===== config.mk =====
export PLATFORM = sky130hd
export DESIGN_NAME = positional_list_store
export DESIGN_NICKNAME = d
export VERILOG_FILES = /design/src/sv/pls_pkg.sv /design/src/sv/pls_ram.sv /design/src/sv/pls_ctrl.sv /design/src/sv/positional_list_store.sv
export SDC_FILE = /design/constraint.sdc
export NUM_CORES = 1
export LEC_CHECK = 0
export BUFFER_PORTS_ARGS = -buffer_cell sky130_fd_sc_hd__buf_2
export CORE_UTILIZATION = 40
export CTS_CLUSTER_DIAMETER = 40
export DETAILED_ROUTE_END_ITERATION = 8
export GPL_TIMING_DRIVEN = 1
export PLACE_DENSITY = 0.65
export SLEW_MARGIN = 25
export SYNTH_ARGS = -nofsm -noshare
export SYNTH_HDL_FRONTEND = slang
export SYNTH_SLANG_ARGS = --single-unit
export TNS_END_PERCENT = 1

===== constraint.sdc =====
create_clock -name clk -period 4.7 [get_ports clk]
set_input_delay 0.705 -clock clk [delete_from_list [all_inputs] [get_ports clk]]
set_output_delay 0.705 -clock clk [all_outputs]
set_load 0.05 [all_outputs]

===== src/sv/pls_pkg.sv =====
// ----------------------------------------------------------------------------
// pls_pkg: shared types for the positional list store
// Operation and status codes plus the result record passed from the
// sequencer to the output register.
// ----------------------------------------------------------------------------
`default_nettype none

package pls_pkg;

  // request operations
  typedef enum logic [2:0] {
    OP_INSERT   = 3'd0,
    OP_DELETE   = 3'd1,
    OP_RETRIEVE = 3'd2,
    OP_REPLACE  = 3'd3,
    OP_CLEAR    = 3'd4
  } op_t;

  // result status codes
  typedef enum logic [1:0] {
    ST_OK    = 2'd0,
    ST_FULL  = 2'd1,
    ST_RANGE = 2'd2
  } status_t;

  localparam int unsigned DATA_W  = 32;
  localparam int unsigned POS_W   = 5;
  localparam int unsigned COUNT_W = 5;

  // one result item
  typedef struct packed {
    logic signed [DATA_W-1:0] read_value;
    status_t                  status;
    logic [COUNT_W-1:0]       entry_count;
    logic                     is_empty;
  } pls_res_t;

endpackage

`default_nettype wire


===== src/sv/pls_ram.sv =====
// ----------------------------------------------------------------------------
// pls_ram: generic single-write, single-read RAM
// One write port, one read port with registered read data.
// ----------------------------------------------------------------------------
`default_nettype none

module pls_ram #(
  parameter int unsigned WIDTH = 32,
  parameter int unsigned DEPTH = 16
) (
  input  wire logic                     clk,
  input  wire logic                     we,
  input  wire logic [$clog2(DEPTH)-1:0] waddr,
  input  wire logic [WIDTH-1:0]         wdata,
  input  wire logic [$clog2(DEPTH)-1:0] raddr,
  output logic      [WIDTH-1:0]         rdata
);

  logic [WIDTH-1:0] mem [DEPTH];

  // write port and registered read
  always_ff @(posedge clk) begin
    if (we) begin
      mem[waddr] <= wdata;
    end
    rdata <= mem[raddr];
  end

endmodule

`default_nettype wire


===== src/sv/pls_ctrl.sv =====
// ----------------------------------------------------------------------------
// pls_ctrl: list sequencer
// Checks each request against the entry count, then moves entries one at a
// time through the list RAM with a single shared address stepper.
// ----------------------------------------------------------------------------
`default_nettype none

module pls_ctrl #(
  parameter int unsigned DEPTH = 16
) (
  input  wire logic                                clk,
  input  wire logic                                rst,
  input  wire logic                                req_valid,
  output logic                                     req_stall,
  input  wire logic [2:0]                          op,
  input  wire logic [pls_pkg::POS_W-1:0]           position,
  input  wire logic signed [pls_pkg::DATA_W-1:0]   value_in,
  output logic                                     res_valid,
  input  wire logic                                res_ack,
  output pls_pkg::pls_res_t                        res
);

  import pls_pkg::*;

  localparam int unsigned AW = (DEPTH > 1) ? $clog2(DEPTH) : 1;
  localparam int unsigned CW = $clog2(DEPTH + 1);
  localparam int unsigned XW = (CW > POS_W) ? CW : POS_W;

  typedef enum logic [3:0] {
    S_IDLE,
    S_EXEC,
    S_UP_RD,
    S_UP_WR,
    S_PUT,
    S_FETCH,
    S_GRAB,
    S_DN_RD,
    S_DN_WR,
    S_DONE
  } state_t;

  state_t                   state;
  op_t                      op_q;
  logic [POS_W-1:0]         pos_q;
  logic [DATA_W-1:0]        val_q;
  logic [CW-1:0]            count;
  logic [AW-1:0]            cur;
  logic [DATA_W-1:0]        rd_val;
  status_t                  status_q;

  logic [XW-1:0]            pos_x;
  logic [XW-1:0]            cnt_x;
  logic [AW-1:0]            pos_a;
  logic [AW-1:0]            adj;
  logic [XW-1:0]            adj_x;
  logic                     step_down;

  logic                     we;
  logic [AW-1:0]            waddr;
  logic [DATA_W-1:0]        wdata;
  logic [AW-1:0]            raddr;
  logic [DATA_W-1:0]        rdata;

  assign pos_x = XW'(pos_q);
  assign cnt_x = XW'(count);
  assign pos_a = pos_x[AW-1:0];

  // shared address stepper: down while opening a gap, up while closing one
  assign step_down = (state == S_UP_RD) || (state == S_UP_WR);
  assign adj       = step_down ? (cur - AW'(1)) : (cur + AW'(1));
  assign adj_x     = XW'(adj);

  // no item is taken while reset is held or a request is in progress
  assign req_stall = rst || (state != S_IDLE);
  assign res_valid = (state == S_DONE);

  // result record
  always_comb begin
    res.read_value  = rd_val;
    res.status      = status_q;
    res.entry_count = cnt_x[COUNT_W-1:0];
    res.is_empty    = (count == '0);
  end

  // RAM port control
  always_comb begin
    we    = 1'b0;
    waddr = cur;
    wdata = rdata;
    raddr = adj;
    case (state)
      S_EXEC: begin
        if (op_q == OP_REPLACE && pos_x < cnt_x) begin
          we    = 1'b1;
          waddr = pos_a;
          wdata = val_q;
        end
      end
      S_UP_WR, S_DN_WR: begin
        we = 1'b1;
      end
      S_PUT: begin
        we    = 1'b1;
        waddr = pos_a;
        wdata = val_q;
      end
      S_FETCH: begin
        raddr = pos_a;
      end
      default: begin
      end
    endcase
  end

  // sequencer
  always_ff @(posedge clk) begin
    if (rst) begin
      state <= S_IDLE;
      count <= '0;
    end else begin
      case (state)
        S_IDLE: begin
          if (req_valid) begin
            op_q     <= op_t'(op);
            pos_q    <= position;
            val_q    <= value_in;
            rd_val   <= '0;
            status_q <= ST_OK;
            state    <= S_EXEC;
          end
        end
        S_EXEC: begin
          case (op_q)
            OP_INSERT: begin
              if (cnt_x == XW'(DEPTH)) begin
                status_q <= ST_FULL;
                state    <= S_DONE;
              end else if (pos_x > cnt_x) begin
                status_q <= ST_RANGE;
                state    <= S_DONE;
              end else if (pos_x == cnt_x) begin
                state <= S_PUT;
              end else begin
                cur   <= cnt_x[AW-1:0];
                state <= S_UP_RD;
              end
            end
            OP_DELETE, OP_RETRIEVE: begin
              if (pos_x >= cnt_x) begin
                status_q <= ST_RANGE;
                state    <= S_DONE;
              end else begin
                state <= S_FETCH;
              end
            end
            OP_REPLACE: begin
              if (pos_x >= cnt_x) begin
                status_q <= ST_RANGE;
              end
              state <= S_DONE;
            end
            OP_CLEAR: begin
              count <= '0;
              state <= S_DONE;
            end
            default: begin
              state <= S_DONE;
            end
          endcase
        end
        S_UP_RD: begin
          state <= S_UP_WR;
        end
        S_UP_WR: begin
          cur <= adj;
          if (adj_x == pos_x) begin
            state <= S_PUT;
          end else begin
            state <= S_UP_RD;
          end
        end
        S_PUT: begin
          count <= count + CW'(1);
          state <= S_DONE;
        end
        S_FETCH: begin
          state <= S_GRAB;
        end
        S_GRAB: begin
          rd_val <= rdata;
          cur    <= pos_a;
          if (op_q == OP_RETRIEVE) begin
            state <= S_DONE;
          end else if ((pos_x + XW'(1)) < cnt_x) begin
            state <= S_DN_RD;
          end else begin
            count <= count - CW'(1);
            state <= S_DONE;
          end
        end
        S_DN_RD: begin
          state <= S_DN_WR;
        end
        S_DN_WR: begin
          cur <= adj;
          if ((adj_x + XW'(1)) < cnt_x) begin
            state <= S_DN_RD;
          end else begin
            count <= count - CW'(1);
            state <= S_DONE;
          end
        end
        S_DONE: begin
          if (res_ack) begin
            state <= S_IDLE;
          end
        end
        default: begin
          state <= S_IDLE;
        end
      endcase
    end
  end

  // list storage
  pls_ram #(
    .WIDTH (DATA_W),
    .DEPTH (DEPTH)
  ) u_ram (
    .clk   (clk),
    .we    (we),
    .waddr (waddr),
    .wdata (wdata),
    .raddr (raddr),
    .rdata (rdata)
  );

endmodule

`default_nettype wire


===== src/sv/positional_list_store.sv =====
// ----------------------------------------------------------------------------
// positional_list_store: ordered list of signed 32-bit values
// Insert, delete, retrieve, replace and clear by position, one item at a time.
// ----------------------------------------------------------------------------
// Usage:
//   Request channel (req_valid/req_stall) carries op, position, value_in.
//   Response channel (rsp_valid/rsp_stall) carries read_value, status,
//   entry_count and is_empty; every request gives exactly one response.
//   Entries are kept in order in a single-port-pair RAM and moved one at a
//   time by the sequencer (read, then write one place over). An insert
//   moves the entries from position p onward up one place, a delete moves
//   those after p down one place; retrieve, replace, clear and any error
//   move no entries. The request side stalls until the result is registered.
//   A response waits in the output register while rsp_stall is high; the
//   sequencer holds its finished result until the register frees up, and
//   meanwhile stalls new requests.
//   Reset (rst, synchronous) empties the list; RAM contents are not cleared,
//   since no entry is read before it has been written.
// ----------------------------------------------------------------------------
`default_nettype none

module positional_list_store #(
  parameter int unsigned DEPTH = 16
) (
  input  wire logic                                clk,
  input  wire logic                                rst,
  input  wire logic                                req_valid,
  output logic                                     req_stall,
  input  wire logic [2:0]                          op,
  input  wire logic [pls_pkg::POS_W-1:0]           position,
  input  wire logic signed [pls_pkg::DATA_W-1:0]   value_in,
  output logic                                     rsp_valid,
  input  wire logic                                rsp_stall,
  output logic signed [pls_pkg::DATA_W-1:0]        read_value,
  output logic [1:0]                               status,
  output logic [pls_pkg::COUNT_W-1:0]              entry_count,
  output logic                                     is_empty
);

  import pls_pkg::*;

  pls_res_t res;
  pls_res_t rsp_q;
  logic     res_valid;
  logic     res_ack;

  // result moves into the output register when it is empty or draining
  assign res_ack = res_valid && (!rsp_valid || !rsp_stall);

  pls_ctrl #(
    .DEPTH (DEPTH)
  ) u_ctrl (
    .clk       (clk),
    .rst       (rst),
    .req_valid (req_valid),
    .req_stall (req_stall),
    .op        (op),
    .position  (position),
    .value_in  (value_in),
    .res_valid (res_valid),
    .res_ack   (res_ack),
    .res       (res)
  );

  // output register
  always_ff @(posedge clk) begin
    if (rst) begin
      rsp_valid <= 1'b0;
    end else begin
      if (res_ack) begin
        rsp_valid <= 1'b1;
      end else if (!rsp_stall) begin
        rsp_valid <= 1'b0;
      end
    end
    if (res_ack) begin
      rsp_q <= res;
    end
  end

  assign read_value  = rsp_q.read_value;
  assign status      = rsp_q.status;
  assign entry_count = rsp_q.entry_count;
  assign is_empty    = rsp_q.is_empty;

endmodule

`default_nettype wire

**Yosys cells after proc, flatten, opt, wreduce, memory -nomap -nowiden**

Memory sizes are Yosys's and may differ from the RTL's. A register that Yosys moved wholly into a read port is not among the register bits.
Index checks and enable logic that the tools add are counted.

- RAM bits: 512
- Output and inout bits: 42
- Memories kept: 1
- Bits in registers: 128

- Reductions and logical operators: 25
- Bitwise logic cells: 1
- Mux-type cells: 42
- $add $sub $neg: 6
- Equal/unequal tests: 30
- $lt $le $gt $ge: 5

Memory list:

| name | depth | bits a word | read ports | clocked after Yosys merged registers in | wr ports | line | source |
|---|---|---|---|---|---|---|---|
| u_ctrl.u_ram.mem | 16 | 32 | 1 | 1 | 1 | pls_ram.sv:19 | `logic [WIDTH-1:0] mem [DEPTH];` |

Operator list:

| cell | number |
|---|---|
| case mux 32 bit (2 select lines) | 2 |
| 2-to-1 mux 32 bit | 2 |
| 2-to-1 mux 4 bit | 15 |
| case mux 4 bit (10 select lines) | 1 |
| 2-to-1 mux 5 bit | 4 |
| case mux 5 bit (4 select lines) | 1 |
| != test 2 bit (second input constant) | 9 |
| equality test 4 x 3 -> 1 bit (second input constant) | 4 |
| case mux 4 bit (2 select lines) | 2 |
| < comparator 5 bit | 3 |
| case mux 4 bit (3 select lines) | 1 |
| AND reduction 6 bit | 2 |
| adder 5 x 1 -> 5 bit (second input constant) | 2 |
| equality test 4 x 2 -> 1 bit (second input constant) | 2 |
| equality test 4 bit (second input constant) | 2 |
| 2-to-1 mux 2 bit | 4 |
| case mux 2 bit (2 select lines) | 2 |
| nonzero test 4 bit | 2 |
| equality test 3 x 2 -> 1 bit (second input constant) | 2 |
| 2-to-1 mux 3 bit | 2 |
| AND reduction 3 bit | 2 |
| OR reduction 3 bit | 2 |
| adder 4 x 1 -> 5 bit (second input constant) | 1 |
| equality test 4 x 5 -> 1 bit | 1 |
| other kinds (28) | 39 |

**Logic depth before layout (Yosys ltp)**

Gate-level depths: netlist (run 1).

- Depth after elaboration: 7
- Mapped depth: 13
- Mapped depth without buffers: 12

**Hierarchy**

Synthesis (run 1) repeated with hierarchy kept, for this count alone.

- Cell total of the unflattened synthesis: 1248
- Area total of the unflattened synthesis: 25643.3 um^2

Modules (own cells, without submodules):

| module | cells an instance | instances | area each (um^2) |
|---|---|---|---|
| pls_ram | 838 | 1 | 19835.3 |
| pls_ctrl | 366 | 1 | 4570.6 |
| positional_list_store | 44 | 1 | 1237.4 |

**Worst setup path after synthesis (run 1)**

OpenSTA, ideal clock, no wires.

- Kind: flip-flop to flip-flop
- Start point: reg u_ctrl.count[1] (netlist: u_ctrl.cnt_x[1])
- End point: mem u_ctrl.u_ram.mem[9][0], enable pin
- Arrival time: 3.279 ns
- Buffers on the path: 1
- Path slack: 1.000 ns
- Stages on the path, launching flop included: 10
- Required time: 4.279 ns
- Period minus slack after synthesis: 3.700 ns
- Library setup time: 0.421 ns
- Path through: dfxtp_1 -> inv_1 -> ha_1 -> nor2b_1 -> o21ai_0 -> a31oi_1 -> buf_2 -> nor2_1 -> a21oi_1 -> nor2_1

- Longest elaborated chain between the ends: 6
- Elaborated cells on any way between the ends: 8
- Those cells by class: order compare: 1; mux: 6; reduce/logical: 1

Ends and longest elaborated chain:

| what | line | source |
|---|---|---|
| start: declaration | pls_ctrl.sv:46 | `logic [CW-1:0] count;` |
| start signal: assignment | pls_ctrl.sv:183 | `count <= count + CW'(1);` |
| start signal: assignment | pls_ctrl.sv:197 | `count <= count - CW'(1);` |
| start signal: assignment | pls_ctrl.sv:209 | `count <= count - CW'(1);` |
| < comparator 5 bit (*) | pls_ctrl.sv:93 | `if (op_q == OP_REPLACE && pos_x < cnt_x) begin` |
| logical AND 1 bit (*) | pls_ctrl.sv:93 |  |
| 2-to-1 mux 1 bit | pls_ctrl.sv:93 |  |
| case mux 1 bit (2 select lines) | pls_ctrl.sv:91 | `case (state)` |
| 2-to-1 mux 1 bit | pls_ram.sv:23 | `if (we) begin` |
| 2-to-1 mux 1 bit (not written as such) | pls_ram.sv:24 | `mem[waddr] <= wdata;` |
| end: declaration | pls_ram.sv:19 |  |

Every way passes the cells marked *; elsewhere a longest branch is shown, timed or not.

**Worst setup path after layout (run 1)**

- Start point: reg u_ctrl.state[1]
- End point: reg u_ctrl.u_ram.rdata[31] (read register of u_ctrl.u_ram.mem)

- Longest elaborated chain between the ends: 4
- Elaborated cells on any way between the ends: 6
- Those cells by class: eq/ne: 3; mux: 2; reduce/logical: 1

Ends and longest elaborated chain:

| what | line | source |
|---|---|---|
| start: declaration | pls_ctrl.sv:42 | `state_t state;` |
| start signal: assignment | pls_ctrl.sv:118 | `state <= S_IDLE;` |
| start signal: assignment | pls_ctrl.sv:129 | `state <= S_EXEC;` |
| start signal: assignment | pls_ctrl.sv:137 | `state <= S_DONE;` |
| equality test 4 x 2 -> 1 bit | pls_ctrl.sv:69 | `assign step_down = (state == S_UP_RD) \|\| (state == S_UP_WR);` |
| logical OR 1 bit | pls_ctrl.sv:69 |  |
| 2-to-1 mux 4 bit | pls_ctrl.sv:70 | `assign adj = step_down ? (cur - AW'(1)) : (cur + AW'(1));` |
| 2-to-1 mux 4 bit (*) | pls_ctrl.sv:91 |  |
| end: declaration | pls_ram.sv:16 | `output logic [WIDTH-1:0] rdata` |

Marked as above.
A chain may end at the register's enable or synchronous reset.

==> results of run 1 <==
==> final cells by class <==
cell class	count	area, sq um
Sequential cell	672	19800
Fill cell	5399	33800
Multi-Input combinational cell	693	6310
Clock buffer	99	2190
Antenna cell	1	2.50
Inverter	15	56.3
Clock inverter	54	602
Tap cell	855	1070
Timing Repair Buffer	126	933
==> flip-flops by register name, summed over array words and instances (netlist names) <==
signal,flops
entry_count,5
u_ctrl.u_ram.rdata,32
rsp_valid,1
u_ctrl.op_q,3
u_ctrl.status_q,2
u_ctrl.cnt_x,5
u_ctrl.pos_q,5
u_ctrl.state,4
u_ctrl.cur,4
read_value,32
u_ctrl.val_q,32
u_ctrl.u_ram.mem,512
is_empty,1
status,2
u_ctrl.rd_val,32
==> worst register-to-register path, stage by stage, from the launching register on <==
cell	delay, ps
dfxtp_1	570
nor3b_4	400
inv_1	130
fa_1	430
xnor2_1	190
mux2i_1	660
nor2_4	280
buf_12	280
a221oi_1	540
mux2_2	250
==> cells in the final DEF, fill, tap and decap left out, types with 11 or more instances in the layout <==
master | netlist | layout
a21oi_1 | 17 | 16
a221oi_1 | 64 | 64
and2_1 | 36 | 35
buf_12 | 0 | 16
buf_2 | 21 | 85
buf_4 | 8 | 25
clkbuf_1 | 36 | 12
clkbuf_16 | 0 | 84
clkinv_2 | 0 | 12
dfxtp_1 | 42 | 42
edfxtp_1 | 630 | 630
ha_1 | 21 | 21
inv_1 | 15 | 15
inv_6 | 0 | 13
mux2_2 | 184 | 184
mux2i_1 | 131 | 131
nand2_1 | 15 | 13
nor2_1 | 31 | 12
nor2_4 | 0 | 18
o22ai_1 | 65 | 65
xnor2_1 | 11 | 11
==> logic make-up (layout without fill, tap and decap cells) <==
group	count (synthesis)	after routing
AO/OA/AOI/OAI	192	192
other	0	1
AND/OR/NAND/NOR	136	136
adder cells (fa/ha/maj)	23	23
XOR/XNOR	16	16
flip-flops	672	672
multiplexers	326	326
buffers and inverters	88	294
==> synthesized netlist by cell type (all sizes together), types with 17 or more instances <==
cell type / count
and2: 36
ha: 21
mux2i: 132
a21oi: 17
clkbuf: 36
mux2: 194
a221oi: 64
dfxtp: 42
nor2: 31
buf: 37
edfxtp: 630
o22ai: 65
==> per-layer routing <==
layer  vias to the layer above  wire length (um)  share of wire  GRT usage
met2                       321             28300           0.49      0.286
met3                       107              2350          0.041     0.0271
met5                         -                10        0.00017          0
li1                       6130                 -              -          -
met1                      6968             25500           0.44      0.226
met4                         2              1410          0.025     0.0607
==> where the power goes <==
group | internal, mW | leakage (nW) | switching [mW]
combinational | 1.83 | 2.98 | 3.19
clock | 3.83 | 1.36 | 2.51
sequential | 7.93 | 6.02 | 0.261
==> path summary, 6_finish.rpt <==
| path | endpoint | startpoint | slack (ps) | cells past startpoint |
|---|---|---|---|---|
| max reg2reg | u_ctrl.u_ram.rdata[31]$_DFF_P_ | u_ctrl.state[1]$_SDFFE_PP0P_ | 910 | 9 |
| max | u_ctrl.u_ram.rdata[31]$_DFF_P_ | u_ctrl.state[1]$_SDFFE_PP0P_ | 910 | 9 |
| min reg2reg | read_value[29]$_DFFE_PP_ | u_ctrl.rd_val[29]$_SDFFCE_PN0P_ | 410 | 0 |
| min | u_ctrl.pos_q[2]$_DFFE_PP_ | position[2] | 260 | 1 |
==> stage by stage <==
stage / setup WS (ps) / cell area, sq um / instances / util / hold WS, ps
floorplan: 1000 / 26300 / 1453 / - / 400
global placement: 1060 / 28100 / 2361 / 0.435 / 401
detailed placement: 984 / 28100 / 2361 / 0.435 / 405
CTS: 974 / 30900 / 2514 / 0.478 / 228
global route: 700 / 30900 / 2514 / 0.478 / 231
finish: 913 / 30900 / 2515 / 0.478 / 256
==> reports/results.tsv, run 1 <==
metric	value	unit
share of cells above drive strength 1	0.291	
minimum clock period	3790	ps
post-synth top area cell	edfxtp_1	
largest net degree at the start of global routing	107	
final net count	1658	
wire length per cell	22.9	um
setup violators final	0	
Via Count	13528	
P&R area growth vs syn	17.5	%
die height	259	um
status	finished, final reports clean	
die area	66800	sq um
Reg clk slew, reported paths	60	ps
Crit. End Element	flop	
multiplexer area fraction after synthesis	0.133	
CTS resizes	0	
Slowest-stage cell, CP	mux2i_1	
CP Launch Type	flop	
I/O pin cnt	86	
Fmax	264	MHz
cell family contributing the most delay on the critical path	multiplexers	
first-pass GRT wire length	86.1	mm
Die Wd	259	um
number of antenna violations at the first check in global routing	1	
RSZ-0062 raised after global routing	no	
YS warnings	0	
largest family of logic cells by synthesized area	multiplexers	
average size of a mapped cell	18.1	sq um
setup bufs post-CTS	0	
Min-Delay Path Class	primary input to flop	
CP Buf/Inv Count	2	
Max stage delay on crit path	660	ps
Core Rows	93	
CP Data Arrival Time	4340	ps
Setup CP Type	flop to flop	
Seq cells post-synth	672	
Vias/cell	5.38	
number of CTS-inserted buffers	83	
grt ovf	0	
crit-path cells	nor3b_4 -> inv_1 -> fa_1 -> xnor2_1 -> mux2i_1 -> nor2_4 -> buf_12 -> a221oi_1 -> mux2_2	
gpl congestion	0.837	
Detailed Place HPWL	32.5	mm
post-synthesis adder-cell area fraction	0.0115	
Final Max Slew Viols	0	
Post-Synthesis Net Count	1520	
Final Hold Viols	0	
initial DRC count	992	
iteration count of the initial detailed-routing pass	6	
fraction of registers with async set/reset	0	
Post-synth EDFFs	630	
CTS Hold Buffers Added	0	
Synth Area in Simple Gates	0.0289	
Port Buffer Count	85	
vias in the first global route	13856	
root buffer cell	clkbuf_16	
Total Power	19.6	mW
largest cells by area after synthesis	edfxtp_1 72%, mux2_2 7.9%, mux2i_1 5.0%	
compound-cell area share of the yosys netlist	0.0527	
setup_tns	0	ps
power per cell area	632	nW/um^2
Seq/Total Area, Yosys	0.751	
Clk Latency, worst-skew pair	630	ps
drt drc	0	
H-tree depth	3	
Period Utilization, post-route	0.806	
Clock Tree Buf Depth	3	
Synth Area in XOR/XNOR	0.00585	
predominant post-synthesis flop cell	edfxtp_1	
CTS Sinks	672	
Leakage	10.4	nW
CP required	5260	ps
Slew @ Worst Pin	985	ps
drt total wl	57.6	mm
Cell variety after synth	58	
area share of the largest cell type after synthesis	0.719	
GRT Util Overall	0.171	
ANT nets after route	0	
crit path max fanout	35	
core area	64700	sq um
clk_skew	30.2	ps
peak supply drop	0.352	mV
Mapped Area	26300	sq um
Starting Density	0.407	
Post-Syn Instances	1453	
Worst slew margin	0.340	
MaxCap Viol Count	0	
CTS tree	built	
Power figures use the tool's default switching activity.
==> run 2: changes to the inputs <==
--- a/config.mk
+++ b/config.mk
@@ -5,12 +5,13 @@
 export SDC_FILE = /design/constraint.sdc
 export NUM_CORES = 1
 export LEC_CHECK = 0
+export ABC_AREA = 1
 export BUFFER_PORTS_ARGS = -buffer_cell sky130_fd_sc_hd__buf_2
 export CORE_UTILIZATION = 40
 export CTS_CLUSTER_DIAMETER = 40
 export DETAILED_ROUTE_END_ITERATION = 8
 export GPL_TIMING_DRIVEN = 1
-export PLACE_DENSITY = 0.65
+export PLACE_DENSITY = 0.67
 export SLEW_MARGIN = 25
 export SYNTH_ARGS = -nofsm -noshare
 export SYNTH_HDL_FRONTEND = slang
==> constraint.sdc (replaced) <==
create_clock -name clk -period 3.3 [get_ports clk]
set_input_delay 0.495 -clock clk [delete_from_list [all_inputs] [get_ports clk]]
set_output_delay 0.495 -clock clk [all_outputs]
set_load 0.05 [all_outputs]
==> run 2 against run 1 <==
Compared with the run above: critical path depth rose by 5; synthesized cell count rose by 72%; wire length rose by 16%; clock power rose by 62%; sequential cell count did not move; largest power group unchanged; worst setup slack got worse by 790 ps; clock skew rose by 8.9 ps.
==> reports/results.tsv, run 2 <==
metric	value	unit	change
fraction of registers with async set/reset	0		unchanged
Final Hold Viols	0		unchanged
Via Count	18484		was 13528
CP Launch Type	flop		unchanged
Post-synth EDFFs	630		unchanged
share of cells above drive strength 1	0.146		was 0.291
area share of the largest cell type after synthesis	0.676		was 0.719
die area	71000	sq um	was 66800 sq um
Mapped Area	28000	sq um	was 26300 sq um
CTS Sinks	672		unchanged
GRT Util Overall	0.188		was 0.171
largest reg by FF count	u_ctrl.u_ram.mem		unchanged
CP Data Arrival Time	3480	ps	was 4340 ps
Seq cells post-synth	672		unchanged
average size of a mapped cell	11.2	sq um	was 18.1 sq um
iteration count of the initial detailed-routing pass	5		was 6
I/O pin cnt	86		unchanged
first-pass GRT wire length	102	mm	was 86.1 mm
P&R area growth vs syn	19.8	%	was 17.5%
max reg flops	512		unchanged
Setup CP Type	flop to flop		unchanged
highest-count cells in the layout ignoring fill and taps	860 x nand2_1, 630 x edfxtp_1, 283 x nand3_1		was 630 x edfxtp_1, 184 x mux2_2, 131 x mux2i_1
Post-Synthesis Net Count	2572		was 1520
YS warnings	0		unchanged
initial DRC count	1554		was 992
most common cell in the synthesized netlist	nand2_1		was edfxtp_1
Clock Tree Buf Depth	3		unchanged
minimum clock period	3180	ps	was 3790 ps
Slew @ Worst Pin	740	ps	was 985 ps
design area	33500	sq um	was 30900 sq um
most common cell after layout, fill and taps aside	nand2_1		was edfxtp_1
largest cells by area after synthesis	edfxtp_1 68%, nand2_1 12%, nand3_1 5.1%		was edfxtp_1 72%, mux2_2 7.9%, mux2i_1 5.0%
Period Utilization, post-route	0.963		was 0.806
Detailed Place HPWL	39.2	mm	was 32.5 mm
largest net degree at the start of global routing	74		was 107
power per cell area	954	nW/um^2	was 632 nW/um^2
vias in the first global route	18303		was 13856
H-tree depth	3		unchanged
RSZ-0062 raised after global routing	yes		was no
Final Max Slew Viols	0		unchanged
MaxCap Viol Count	0		unchanged
Seq/Total Area, Yosys	0.706		was 0.751
CTS tree	built		unchanged
Crit. End Element	flop		unchanged
grt ovf	0		unchanged
predominant post-synthesis flop cell	edfxtp_1		unchanged
number of antenna violations at the first check in global routing	0		was 1
status	finished, final reports clean		unchanged
gpl congestion	0.854		was 0.837
Clk Latency, worst-skew pair	660	ps	was 630 ps
Reg clk slew, reported paths	50	ps	was 60 ps
Vias/cell	4.99		was 5.38
crit path max fanout	15		was 35
Port Buffer Count	85		unchanged
final net count	2759		was 1658
Post-Syn Instances	2505		was 1453
Synth top cells by count	863 x nand2_1, 630 x edfxtp_1, 285 x nand3_1		was 630 x edfxtp_1, 184 x mux2_2, 131 x mux2i_1
Placed Area	30000	sq um	was 28100 sq um
clk_skew	39.1	ps	was 30.2 ps
n_diodes	0		was 1
Fmax	315	MHz	was 264 MHz
Core Rows	96		was 93
Total Power	32.0	mW	was 19.6 mW
number of CTS-inserted buffers	92		was 83
drt drc	0		unchanged
Cell variety after synth	33		was 58
core area	68900	sq um	was 64700 sq um
drt total wl	66.7	mm	was 57.6 mm
Leakage	13.6	nW	was 10.4 nW
ANT nets after route	0		unchanged
Min-Delay Path Class	primary input to flop		unchanged
die height	266	um	was 259 um
setup violators final	0		unchanged
Worst slew margin	0.505		was 0.340
wire length per cell	18.0	um	was 22.9 um
post-synth top area cell	edfxtp_1		unchanged
Die Wd	266	um	was 259 um
CP required	3610	ps	was 5260 ps
Starting Density	0.406		was 0.407
peak supply drop	0.597	mV	was 0.352 mV
root buffer cell	clkbuf_16		unchanged
[run 2: cell count changes in the layout (fill, tap and decap cells not counted), moves of 62 or more]
cell,delta
mux2i_1,-131
nand2_1,+847
o211ai_1,+62
a221oi_1,-64
inv_1,+265
nand3_1,+276
mux2_2,-184
o22ai_1,-65
[run 2: final timing paths]
check	startpoint	end	slack (ps)	cells past startpoint
worst max-delay path	u_ctrl.cnt_x[4]$_SDFFE_PP0P_	u_ctrl.u_ram.mem[0][19]$_DFFE_PP_	120	14
worst min-delay path	value_in[25]	u_ctrl.val_q[25]$_DFFE_PP_	30	1
worst max register to register	u_ctrl.cnt_x[4]$_SDFFE_PP0P_	u_ctrl.u_ram.mem[0][19]$_DFFE_PP_	120	14
worst min register to register	u_ctrl.rd_val[16]$_SDFFCE_PN0P_	read_value[16]$_DFFE_PP_	410	0
[run 2: worst max-delay path, cell delays in order, from the launching register on]
cell and delay, ps:
dfxtp_1 380, inv_1 140, ha_1 340, nand2_1 100, inv_1 80, nand2_1 70, nand2_1 40, nor2_1 190
nand2_1 230, nand2_2 240, o21ai_1 180, inv_1 150, nand2_1 240, nor2_4 180, buf_4 280
[run 2: repair_timing]
action                                  in CTS  in global routing
hold endpoints to repair                    16                  0
hold buffers                                16                  0
endpoints found under the setup margin       0                393
resized for setup                            0                 15
setup buffers                                0                  0
[run 2: power breakdown]
group          total, mW  internal, mW  leakage (nW)  switching [mW]
logic               9.92          2.81          5.90            7.11
registers           11.8          11.5          6.07           0.240
clock network       10.3          6.39          1.60            3.94
total               32.0          20.7          13.6            11.3
[run 2: final cells by class]
cell class	count	area, sq um
clock inverter	66	897
sequential	672	19800
multi-input combinational	1430	6640
fill	6030	35400
inverter	289	1090
clock buffer	108	2400
tap	931	1160
timing repair buffer	207	1580
[run 2: stage by stage]
stage	instances	util	worst slack, ps	hold slack, ps	setup TNS [ps]
floorplan	2505	-	-130	400	-63230
global placement	3513	0.435	134	400	0
detailed placement	3513	0.435	110	405	0
CTS	3703	0.486	71.0	2.44	0
global route	3703	0.486	-83.8	10.1	-5540
finish	3703	0.486	122	28.8	0
[run 2: logic make-up (layout without fill, tap and decap cells)]
group | Yosys count | count (layout) | synth area share
buffers and inverters | 403 | 670 | 0.0641
and+or+nand+nor | 1271 | 1271 | 0.187
xor gates and xnor gates | 8 | 8 | 0.00250
DFF | 672 | 672 | 0.706
AOI/OAI and AO/OA | 128 | 128 | 0.0294
adders and majority gates | 23 | 23 | 0.0108
[run 2: layer usage]
| layer | GRT usage | vias to the layer above | wire length (um) |
|---|---|---|---|
| li1 | - | 8775 | - |
| met1 | 0.242 | 8955 | 27700 |
| met2 | 0.314 | 661 | 32200 |
| met3 | 0.0407 | 93 | 5210 |
| met4 | 0.0645 | 0 | 1510 |
| met5 | 0 | - | 0 |
==> run 3: changes to the inputs <==
--- a/config.mk
+++ b/config.mk
@@ -11,9 +11,11 @@
 export CTS_CLUSTER_DIAMETER = 40
 export DETAILED_ROUTE_END_ITERATION = 8
 export GPL_TIMING_DRIVEN = 1
+export HOLD_SLACK_MARGIN = 0.03
 export PLACE_DENSITY = 0.67
 export SLEW_MARGIN = 25
 export SYNTH_ARGS = -nofsm -noshare
 export SYNTH_HDL_FRONTEND = slang
+export SYNTH_HIERARCHICAL = 1
 export SYNTH_SLANG_ARGS = --single-unit
 export TNS_END_PERCENT = 1
==> run 3 against run 2 <==
Compared with the run above: register-to-register slack improved by 210 ps; worst setup slack improved by 210 ps; clock skew fell by 11 ps; critical path type unchanged; largest cell class unchanged.
==> reports/results.tsv, run 3 <==
metric	value	unit	change
most common cell after layout, fill and taps aside	nand2_1		unchanged
NetSw	13.4	mW	was 11.3 mW
average size of a mapped cell	10.6	sq um	was 11.2 sq um
CP Data Arrival Time	3240	ps	was 3480 ps
drt total wl	69.5	mm	was 66.7 mm
GRT Util Overall	0.192		was 0.188
Die Wd	270	um	was 266 um
ANT nets after route	0		unchanged
Final Hold Viols	0		unchanged
setup bufs post-CTS	0		unchanged
Cell variety after synth	40		was 33
core area	70600	sq um	was 68900 sq um
Crit. End Element	flop		unchanged
peak supply drop	0.638	mV	was 0.597 mV
clk_skew	28.5	ps	was 39.1 ps
Port Buffer Count	85		unchanged
gpl congestion	0.875		was 0.854
Net Sw Frac	0.392		was 0.353
Via Count	19112		was 18484
share of cells above drive strength 1	0.127		was 0.146
Synth top cells by count	826 x nand2_1, 630 x edfxtp_1, 470 x inv_1		was 863 x nand2_1, 630 x edfxtp_1, 285 x nand3_1
H-tree depth	3		unchanged
iteration count of the initial detailed-routing pass	5		unchanged
setup_tns	0	ps	unchanged
flop-to-flop setup slack	330	ps	was 120 ps
die area	73000	sq um	was 71000 sq um
P&R area growth vs syn	17.9	%	was 19.8%
Detailed Place HPWL	42.4	mm	was 39.2 mm
grt ovf	0		unchanged
Slowest-stage cell, CP	dfxtp_1		unchanged
first-pass GRT wire length	108	mm	was 102 mm
Mapped Area	28800	sq um	was 28000 sq um
status	finished, final reports clean		unchanged
Clk Latency, worst-skew pair	620	ps	was 660 ps
power per cell area	1010	nW/um^2	was 954 nW/um^2
post-synth top area cell	edfxtp_1		unchanged
crit-path cells	inv_1 -> ha_1 -> nand2_1 -> a21oi_1 -> nor2_1 -> nand2_1 -> o21ai_4 -> nand2_4 -> o21ai_1 -> nand2_1 -> nor2_4 -> buf_4		was inv_1 -> ha_1 -> nand2_1 -> inv_1 -> nand2_1 -> nand2_1 -> nor2_1 -> nand2_1 -> nand2_2 -> o21ai_1 -> inv_1 -> nand2_1 -> nor2_4 -> buf_4
Post-Synthesis Net Count	2785		was 2572
Internal Power	20.8	mW	was 20.7 mW
Post-synth EDFFs	630		unchanged
Setup CP Type	flop to flop		unchanged
Vias/cell	4.91		was 4.99
max reg flops	512		unchanged
number of antenna violations at the first check in global routing	0		unchanged
Leakage	14.5	nW	was 13.6 nW
cell family contributing the most delay on the critical path	simple AND/OR/NAND/NOR gates		unchanged
Post-Syn Instances	2718		was 2505
CTS tree	built		unchanged
most common cell in the synthesized netlist	nand2_1		unchanged
crit path max fanout	20		was 15
Worst slew margin	0.482		was 0.505
Logic pwr share	0.380		was 0.310
MaxCap Viol Count	0		unchanged
Min-Delay Path Class	primary input to flop		unchanged
fraction of registers with async set/reset	0		unchanged
area share of the largest cell type after synthesis	0.658		was 0.676
minimum clock period	2970	ps	was 3180 ps
final net count	2954		was 2759
CTS Sinks	672		unchanged
CP Buf/Inv Count	2		was 4
met2 usage	0.310		was 0.314
Seq/Total Area, Yosys	0.687		was 0.706
Global Route met3 Usage	0.0325		was 0.0407
Total Power	34.3	mW	was 32.0 mW
YS warnings	6		was 0
root buffer cell	clkbuf_16		unchanged
initial DRC count	1602		was 1554
Final Max Slew Viols	0		unchanged
highest-count cells in the layout ignoring fill and taps	826 x nand2_1, 630 x edfxtp_1, 468 x inv_1		was 860 x nand2_1, 630 x edfxtp_1, 283 x nand3_1
Fmax	337	MHz	was 315 MHz
GR peak layer	met2		unchanged
number of CTS-inserted buffers	85		was 92
n_diodes	0		unchanged
Reg clk slew, reported paths	60	ps	was 50 ps
Slew @ Worst Pin	775	ps	was 740 ps
Max stage delay on crit path	380	ps	about the same
GR Util met1	0.266		was 0.242
Period Utilization, post-route	0.899		was 0.963
CP Launch Type	flop		unchanged
largest cells by area after synthesis	edfxtp_1 66%, nand2_1 11%, nand3_1 7.8%		was edfxtp_1 68%, nand2_1 12%, nand3_1 5.1%
die height	270	um	was 266 um
Core Rows	97		was 96
sequential share of power	0.345		was 0.367
setup violators final	0		unchanged
most used cell, CP	nand2_1		unchanged
RSZ-0062 raised after global routing	no		was yes
Clock Tree Buf Depth	3		unchanged
wire length per cell	17.8	um	was 18.0 um
Starting Density	0.407		was 0.406
Clk pwr share	0.275		was 0.323
I/O pin cnt	86		unchanged
Seq cells post-synth	672		unchanged
vias in the first global route	18323		was 18303
predominant post-synthesis flop cell	edfxtp_1		unchanged
largest reg by FF count	u_ctrl/u_ram/mem		was u_ctrl.u_ram.mem
CP required	3570	ps	was 3610 ps
largest net degree at the start of global routing	108		was 74
drt drc	0		unchanged
==> run 3: cell count changes after synthesis, moves of 4 or more <==
cell	change
nor2_1	-12
o21ai_0	-27
nand3_1	+162
buf_6	+16
or2_2	-4
buf_2	-7
o211ai_1	-64
buf_1	+10
buf_4	-25
inv_1	+189
clkbuf_1	+9
nand2_1	-37
==> run 3: cell families (layout without fill, tap and decap cells) <==
logic type / count (synthesis) / count (layout) / share of synthesized area
and+or+nand+nor: 1377 / 1377 / 0.203
adders and majority gates: 23 / 23 / 0.0105
AOI/OAI and AO/OA: 42 / 42 / 0.00835
DFF: 672 / 672 / 0.687
xor gates and xnor gates: 7 / 7 / 0.00213
buffers and inverters: 597 / 835 / 0.0894
==> run 3: worst paths after layout <==
check	end	depth (start not counted)	startpoint
worst min register to register	read_value[10]$_DFFE_PP_	0	u_ctrl/rd_val[10]$_SDFFCE_PN0P_
worst max register to register	u_ctrl/u_ram/mem[15][24]$_DFFE_PP_	12	u_ctrl/cnt_x[2]$_SDFFE_PP0P_
worst max-delay path	u_ctrl/u_ram/mem[15][24]$_DFFE_PP_	12	u_ctrl/cnt_x[2]$_SDFFE_PP0P_
worst min-delay path	u_ctrl/val_q[6]$_DFFE_PP_	1	value_in[6]
==> run 3: worst register-to-register path, cell delays in order, from the launching register on <==
cell and delay, ps:
dfxtp_1 380, inv_1 80, ha_1 310, nand2_1 70
a21oi_1 60, nor2_1 170, nand2_1 140, o21ai_4 170
nand2_4 160, o21ai_1 260, nand2_1 290, nor2_4 180
buf_4 340
==> run 3: power groups by stage <==
stage | Combinational (mW) | Sequential (mW) | Clock [mW]
after floorplan | 8.16 | 12.0 | 0
after global placement | 12.8 | 12.0 | 0
after detailed placement | 12.9 | 12.0 | 0
after CTS | 13.0 | 11.8 | 9.54
after global routing | 14.2 | 11.9 | 9.89
final | 13.0 | 11.8 | 9.42
==> run 3: area by class of cell <==
| cell class | count | area, sq um |
|---|---|---|
| Clock buffer | 114 | 2390 |
| Clock inverter | 42 | 527 |
| Fill cell | 6288 | 36700 |
| Inverter | 479 | 1810 |
| Multi-Input combinational cell | 1449 | 6650 |
| Sequential cell | 672 | 19800 |
| Tap cell | 940 | 1180 |
| Timing Repair Buffer | 200 | 1590 |
==> run 3: routing by layer <==
layer,vias up,wire [um]
met5,-,0
met4,0,1600
met3,110,4780
met2,678,32900
met1,9123,30200
li1,9201,-
==> run 3: per-stage QoR <==
| stage | util | instance area [sq um] | hold slack [ps] | setup WS (ps) | cells |
|---|---|---|---|---|---|
| 2_1_floorplan | - | 28800 | 400 | -523 | 2718 |
| 3_3_place_gp | 0.435 | 30800 | 400 | 67.7 | 3723 |
| 3_5_place_dp | 0.435 | 30800 | 405 | 25.8 | 3723 |
| 4_1_cts | 0.479 | 33900 | 30.2 | 5.32 | 3896 |
| 5_1_grt | 0.480 | 33900 | 35.8 | 8.97 | 3896 |
| 6_report | 0.480 | 33900 | 60.2 | 334 | 3896 |
==> run 3: timing repair <==
item | in CTS | in global routing
hold buffers | 17 | 0
endpoints found under the hold margin | 17 | 0
pin swaps | 0 | 0
setup endpoints to repair | 22 | 515
resized for setup | 1 | 19
